### config.mk
export PLATFORM = sky130hd
export DESIGN_NAME = mps_ctrl
export DESIGN_NICKNAME = d
export VERILOG_FILES = /design/src/design/mps_pkg.sv /design/src/design/mps_ctrl.sv
export SDC_FILE = /design/constraint.sdc
export NUM_CORES = 1
export LEC_CHECK = 0
export BUFFER_PORTS_ARGS = -buffer_cell sky130_fd_sc_hd__buf_2
export CAP_MARGIN = 10
export CORE_AREA = 2 2 39 41
export CTS_CLUSTER_SIZE = 24
export DETAILED_ROUTE_END_ITERATION = 12
export DIE_AREA = 0 0 41 43
export PLACE_DENSITY = 0.36
export SETUP_SLACK_MARGIN = 0.02
export SYNTH_ARGS = -nofsm -noshare
export SYNTH_HDL_FRONTEND = slang
export SYNTH_SLANG_ARGS = --single-unit
### constraint.sdc
create_clock -name clk -period 1.1 [get_ports clk]
set_input_delay 0.22 -clock clk [delete_from_list [all_inputs] [get_ports clk]]
set_output_delay 0.22 -clock clk [all_outputs]
set_load 0.02 [all_outputs]
### src/design/mps_pkg.sv
package mps_pkg;

  localparam int SLOTS   = 64;
  localparam int IDX_W   = $clog2(SLOTS);
  localparam int LEVELS  = 5;
  localparam int LVL_W   = 3;
  localparam int WAIT_W  = 16;
  localparam int TICK_W  = 32;
  localparam int TAG_W   = 16;
  localparam int AGE_N   = 4;
  localparam int CFG_W   = 2;

  localparam logic [LVL_W-1:0]  NOT_QUEUED = 3'd7;
  localparam logic [LVL_W-1:0]  TOP_LEVEL  = LVL_W'(LEVELS - 1);
  localparam logic [WAIT_W-1:0] WAIT_MAX   = '1;

  typedef enum logic [2:0] {
    OP_TICK   = 3'd0,
    OP_ADMIT  = 3'd1,
    OP_PICK   = 3'd2,
    OP_RETURN = 3'd3,
    OP_WAKE_C = 3'd4,
    OP_WAKE_S = 3'd5,
    OP_DEMOTE = 3'd6,
    OP_FREE   = 3'd7
  } op_t;

  typedef enum logic [2:0] {
    ST_UNUSED   = 3'd0,
    ST_RUNNABLE = 3'd1,
    ST_RUNNING  = 3'd2,
    ST_SLEEPING = 3'd3,
    ST_FINISHED = 3'd4
  } status_t;

  localparam logic [1:0] NS_RUNNABLE = 2'd0;
  localparam logic [1:0] NS_SLEEPING = 2'd1;
  localparam logic [1:0] NS_FINISHED = 2'd2;

  localparam logic [1:0] CFG_AGE_ONE   = 2'd0;
  localparam logic [1:0] CFG_AGE_TWO   = 2'd1;
  localparam logic [1:0] CFG_AGE_THREE = 2'd2;
  localparam logic [1:0] CFG_AGE_FOUR  = 2'd3;

  typedef struct packed {
    logic [2:0]        status;
    logic [LVL_W-1:0]  qlvl;
    logic [LVL_W-1:0]  home;
    logic [WAIT_W-1:0] wait_cnt;
    logic [TICK_W-1:0] join_tick;
    logic [TAG_W-1:0]  tag;
  } rec_t;

  localparam int REC_W = $bits(rec_t);

  localparam rec_t REC_RESET = '{status: ST_UNUSED, qlvl: NOT_QUEUED, home: '0,
                                 wait_cnt: '0, join_tick: '0, tag: '0};

  typedef struct packed {
    logic start;
    logic rd;
    logic ex;
    logic pw;
    logic fin;
  } cmd_t;

  typedef struct packed {
    logic sweep;
    logic last;
    logic out_busy;
  } sts_t;

endpackage

### src/design/mps_ctrl.sv
module mps_ctrl (
  input  logic          clk,
  input  logic          rst_n,
  input  logic          in_valid,
  output logic          in_ready,
  input  mps_pkg::sts_t sts,
  output mps_pkg::cmd_t cmd
);
  import mps_pkg::*;

  typedef enum logic [2:0] {S_IDLE, S_RD, S_EX, S_PW, S_FIN} state_t;

  state_t state_r, state_nxt;

  always_comb begin
    state_nxt = state_r;
    cmd       = '0;
    in_ready  = 1'b0;
    case (state_r)
      S_IDLE: begin
        in_ready  = 1'b1;
        cmd.start = in_valid;
        if (in_valid) state_nxt = S_RD;
      end
      S_RD: begin
        cmd.rd    = 1'b1;
        state_nxt = S_EX;
      end
      S_EX: begin
        cmd.ex = 1'b1;
        if (sts.sweep && !sts.last) state_nxt = S_RD;
        else                        state_nxt = S_PW;
      end
      S_PW: begin
        cmd.pw    = 1'b1;
        state_nxt = S_FIN;
      end
      S_FIN: begin
        cmd.fin = !sts.out_busy;
        if (!sts.out_busy) state_nxt = S_IDLE;
      end
      default: state_nxt = S_IDLE;
    endcase
  end

  always_ff @(posedge clk) begin
    if (!rst_n) state_r <= S_IDLE;
    else        state_r <= state_nxt;
  end

endmodule

==> results of run 1 <==
## Yosys cell counts (2+ instances only)
cell / n
dfxtp_1: 3
nor2_1: 3
nor2b_1: 2
nor3b_1: 2
## cell usage in the layout (no fill, tap or decap), drive strengths merged
master | synthesis | final
nor3 | 1 | 1
clkbuf | 0 | 4
nand2 | 1 | 1
buf | 2 | 15
and2 | 1 | 1
nor2b | 2 | 2
nand2b | 1 | 1
and3b | 1 | 1
dfxtp | 3 | 3
nor2 | 3 | 3
and2b | 1 | 1
nor3b | 3 | 3
a31oi | 1 | 1
nor4b | 1 | 1
a21oi | 1 | 1
## worst max-delay path: cells and delay by family, from the launching register on
kind | cells | cell delay [ps]
buf+inv | 1 | 110
simple gates | 2 | 350
flops | 1 | 350
## repair_timing
item                       4_1_cts  5_1_grt
pin swaps                        2        0
hold buffers                     0        0
setup endpoints to repair        6        6
gates resized for setup         12        1
buffers inserted                 2        0
## how the worst min path moves through the flow
stage	cells after the start	startpoint	to
floorplan	1	rst_n	state_r[2]
CTS	2	rst_n	state_r[2]
detailed placement	2	rst_n	state_r[2]
global route	2	rst_n	state_r[2]
global placement	2	rst_n	state_r[2]
finish	2	rst_n	state_r[2]
## stage by stage
| step | setup slack, ps | TNS [ps] |
|---|---|---|
| 6_report | -160.5 | -702.9 |
| 5_1_grt | -199.4 | -987.4 |
| 4_1_cts | -169.9 | -760.7 |
| 3_5_place_dp | 14.45 | 0 |
| 3_3_place_gp | 36.35 | 0 |
| 2_1_floorplan | -119.7 | -285.1 |
## where the power goes
part | switching [mW] | total [mW] | internal, mW
combinational | 0.0536 | 0.125 | 0.0709
clock | 0.0582 | 0.194 | 0.136
sequential | 0.0157 | 0.132 | 0.116
total | 0.128 | 0.451 | 0.323
## area by class of cell
class                      instances  area, um2  area share, %
tap                               16      20.02          5.735
sequential                         3      68.82          19.71
multi-input combinational         17      133.9          38.35
timing repair buffer              15      100.1          28.67
clock buffer                       4      26.28          7.527
## cell families after synthesis
group                  after synthesis  synth area share (%)
DFF                                  3                 31.37
AOI/OAI and AO/OA                    2                 7.846
buffers and inverters                2                 9.805
and+or+nand+nor                     15                 50.98
## layer usage
layer / wire (um) / vias up / part of all wire (%)
met5: 0 / - / 0
met4: 0 / 0 / 0
met3: 34 / 0 / 7.2
met2: 246 / 7 / 52
met1: 192 / 88 / 41
li1: - / 109 / -
==> results.sh, run 1 <==
export IMPL_outcome="finished with violations"
export IMPL_violations="setup timing"
export IMPL_crit_arrival_ps=1040
export IMPL_fin_util_pct=25.23
export IMPL_regMostFlops="state_r"
export IMPL_cp_endpoint="cmd[4]"
export IMPL_powerDensity_nw_per_um2=1291
export IMPL_dieArea_um2=1763
export IMPL_drtPass1Iterations=1
export IMPL_drtIter0Drc=0
export IMPL_cts_buffer_depth=2
export IMPL_worstSetupPathType="reg2out"
export IMPL_async_flop_share_pct=0
export IMPL_core_um2=1384
export IMPL_startpoint="state_r[2]"
export IMPL_ys_flop_type="dfxtp_1"
export IMPL_syn_cell_area_um2=191.4
export IMPL_yosysTopAreaCell="dfxtp_1"
export IMPL_fp_dieH_um=43
export IMPL_cp_slowest_cell="dfxtp_2"
export IMPL_cap_violations=0
export IMPL_clock_sinks=3
export IMPL_largest_reg_flops=3
export IMPL_finalNetCount=46
export IMPL_fmax_ghz=0.7933
export IMPL_grt_overflow=0
export IMPL_syn_inst=22
export IMPL_drtAntennaViolNets=0
export IMPL_vias=204
export IMPL_place_congestion=0.6419
export IMPL_hold_path_class="in2reg"
export IMPL_ios=12
export IMPL_dp_cells=49
export IMPL_yosysWarnings=0
export IMPL_cts_root_buffer="clkbuf_4"
export IMPL_drv_slew=0
export IMPL_drc=0
export IMPL_fin_ws_ps=-160.5
export IMPL_cts_tree="yes"
export IMPL_num_antenna_cells=0
export IMPL_wl_per_cell_um=8.600
export IMPL_fp_dieW_um=41
export IMPL_setup_viol=6
export IMPL_met3_usage_pct=1.571
export IMPL_top_regs="state_r x3"
export IMPL_leakage_nw=0.1634
export IMPL_period_needed_ps=1261
export IMPL_vias_per_cell=3.709
export IMPL_post_route_period_util_pct=114.6
export IMPL_r2r_end="state_r[1]"
export IMPL_drive_above_1_share_pct=66.67
export IMPL_top_usage_layer="met2"
export IMPL_final_area_um2=349.1
export IMPL_r2r_setup_slack_ps=100
export IMPL_rows=14
export IMPL_grt_pass1_vias=193
export IMPL_ys_seq_area_share_pct=31.37
export IMPL_vdd_drop_max_mv=0.3368
export IMPL_syn_to_final_growth_pct=82.35
export IMPL_layoutNonFillerInstCount=55
export IMPL_place_area_um2=274.0
export IMPL_place_hpwl_um=357.6
export IMPL_power_uw=450.8
export IMPL_hold_violations=0
export IMPL_ff2ff_path_depth=4
export IMPL_cp_required_ps=880
export IMPL_worst_slew_pin_slew_ps=245.8
export IMPL_ys_ff_latch=3
export IMPL_rsz0062_at_grt="yes"
export IMPL_ys_top_cells_by_area="dfxtp_1, nor3b_1, nor2b_1"
export IMPL_startpoint_type="flip-flop"
export IMPL_grt_max_degree=7
export IMPL_grt_pass1_wl_um=710
export IMPL_r2r_start="state_r[0]"
export IMPL_num_fill_cells=155
export IMPL_cp_max_fo=6
export IMPL_crit_path_max_incr_delay_ps=350
export IMPL_wirelength_um=473
export IMPL_crit_chain="nor3_4 > and2_4 > buf_6"
export IMPL_synth_nets=28
export IMPL_numCtsBuffers=3
export IMPL_met1_usage_pct=6.070
export IMPL_htreeDepth=1
export IMPL_clkLatencyLatePin_ps=230
export IMPL_clock_skew_ps=4.383
export IMPL_antenna_found_initial=0
export IMPL_synth_top_area_share_pct=31.37
export IMPL_io_buffers=11
export IMPL_track_usage_pct=5.912
export IMPL_syn_area_per_cell_um2=8.702
export IMPL_slew_headroom_pct=83.38
export IMPL_hold_slack_ps=229.5
export IMPL_use_met2_pct=9.688
export IMPL_start_util_pct=13.83
export IMPL_synth_enable_flop_cells=0
export IMPL_synth_distinct_cells=16
export IMPL_path_clk_slew_ps=40
export IMPL_crit_path_end_kind="output pin"
Power figures use the tool's default switching activity.
==> run 2, diff against run 1 <==
--- a/config.mk
+++ b/config.mk
@@ -8,6 +8,7 @@
 export BUFFER_PORTS_ARGS = -buffer_cell sky130_fd_sc_hd__buf_2
 export CAP_MARGIN = 10
 export CORE_AREA = 2 2 39 41
+export CTS_BUF_LIST = sky130_fd_sc_hd__clkbuf_8
 export CTS_CLUSTER_SIZE = 24
 export DETAILED_ROUTE_END_ITERATION = 12
 export DIE_AREA = 0 0 41 43
==> results.sh, run 2 (synthesized netlist as in run 1, its figures left out) <==
export IMPL_outcome="finished with violations"
export IMPL_violations="setup timing"
export IMPL_finalNetCount=46
export IMPL_grt_pass1_wl_um=731
export IMPL_leakage_nw=0.1753
export IMPL_regMostFlops="state_r"
export IMPL_place_area_um2=274.0
export IMPL_hold_depth=2
export IMPL_io_buffers=11
export IMPL_htreeDepth=1
export IMPL_syn_to_final_growth_pct=92.16
export IMPL_wl_per_cell_um=8.636
export IMPL_antenna_found_initial=0
export IMPL_min_to="state_r[2]"
export IMPL_place_hpwl_um=357.6
export IMPL_fp_dieW_um=41
export IMPL_track_usage_pct=6.313
export IMPL_ff2ff_path_depth=4
export IMPL_layout_common_cells="buf_2, buf_4, clkbuf_8"
export IMPL_ios=12
export IMPL_hold_violations=0
export IMPL_top_regs="state_r x3"
export IMPL_largest_reg_flops=3
export IMPL_slew_headroom_pct=83.38
export IMPL_post_route_period_util_pct=112.5
export IMPL_cap_violations=0
export IMPL_period_needed_ps=1238
export IMPL_fin_ws_ps=-137.8
export IMPL_drtAntennaViolNets=0
export IMPL_vias=203
export IMPL_startpoint_type="flip-flop"
export IMPL_drtPass1Iterations=1
export IMPL_final_common_cell="buf_2"
export IMPL_crit_arrival_ps=1020
export IMPL_vdd_drop_max_mv=0.5403
export IMPL_fmax_ghz=0.8079
export IMPL_drive_above_1_share_pct=66.67
export IMPL_cts_root_buffer="clkbuf_8"
export IMPL_cp_required_ps=880
export IMPL_cp_max_fo=6
export IMPL_r2r_setup_slack_ps=100
export IMPL_numCtsBuffers=3
export IMPL_crit_path_max_incr_delay_ps=350
export IMPL_grt_overflow=0
export IMPL_worstSetupPathType="reg2out"
export IMPL_crit_chain="nor3_4 > and2_4 > buf_6"
export IMPL_core_um2=1384
export IMPL_drc=0
export IMPL_start_util_pct=13.83
export IMPL_fp_dieH_um=43
export IMPL_clock_skew_ps=1.557
export IMPL_clock_sinks=3
export IMPL_crit_path_end_kind="output pin"
export IMPL_drtIter0Drc=0
export IMPL_wirelength_um=475
export IMPL_place_congestion=0.6419
export IMPL_fin_util_pct=26.58
export IMPL_vias_per_cell=3.691
export IMPL_grt_pass1_vias=196
export IMPL_cp_slowest_cell="dfxtp_2"
export IMPL_worst_slew_pin_slew_ps=245.8
export IMPL_r2r_end="state_r[1]"
export IMPL_r2r_start="state_r[0]"
export IMPL_min_from="rst_n"
export IMPL_hold_path_class="in2reg"
export IMPL_rsz0062_at_grt="yes"
export IMPL_dieArea_um2=1763
export IMPL_grt_max_degree=7
export IMPL_rows=14
export IMPL_final_area_um2=367.9
export IMPL_clkLatencyLatePin_ps=210
export IMPL_drv_slew=0
export IMPL_powerDensity_nw_per_um2=1536
export IMPL_postCtsHoldBufs=0
export IMPL_path_clk_slew_ps=30
export IMPL_cts_tree="yes"
export IMPL_num_antenna_cells=0
export IMPL_setup_viol=6
export IMPL_cts_buffer_depth=2
## run 2: final cells by class
cell class | instances | area, um2
well taps | 16 | 20.02
flip-flops and latches | 3 | 68.82
fillers | 150 | 1016
multi-input cells | 17 | 133.9
repair buffers | 15 | 100.1
clock buffers | 3 | 41.29
clock inverters | 1 | 3.754
## run 2: power by group
group	switching (mW)	total [mW]	internal (mW)	leakage, nW
logic	0.0536	0.125	0.0709	0.122
clock network	0.0709	0.308	0.237	0.0269
registers	0.0159	0.132	0.116	0.0264
total	0.140	0.565	0.425	0.175
## run 2: worst max-delay path by stage
stage                     slack, ps        from  endpoint  cells after the start
after floorplan                -120  state_r[1]    cmd[2]                      1
after global placement           40  state_r[0]    cmd[4]                      3
after detailed placement         10  state_r[0]    cmd[4]                      3
after CTS                      -150  state_r[2]    cmd[4]                      3
after global routing           -170  state_r[2]    cmd[4]                      3
final                          -140  state_r[2]    cmd[4]                      3
## run 2: layer usage
layer | GRT usage [%] | wire (um) | up-vias
li1 | - | - | 109
met1 | 6.390 | 199 | 89
met2 | 9.688 | 250 | 5
met3 | 3.141 | 25 | 0
met4 | 4.000 | 0 | 0
met5 | 0 | 0 | -
## run 2: stage by stage
stage	std cells	power [mW]	hold WS, ps	worst slack, ps	TNS [ps]
final	55	0.5651	251.3	-137.8	-571.6
after floorplan	22	0.1930	348.2	-119.7	-285.1
after detailed placement	49	0.2263	469.7	14.45	0
after global routing	55	0.5905	266.1	-173.3	-830.5
after global placement	49	0.2259	473.9	36.35	0
after CTS	55	0.5705	247.7	-145.8	-618.7
## run 2: critical path, delay by kind of cell (launching register included)
family / cells / cell delay [ps]
flip-flops: 1 / 350
AND/OR/NAND/NOR: 2 / 350
buffers and inverters: 1 / 110
## run 2: timing repair
action | CTS | global route
gates resized for setup | 12 | 1
pin swaps | 2 | 0
buffers inserted | 2 | 0
setup endpoints to repair | 6 | 6
gates cloned | 0 | 0
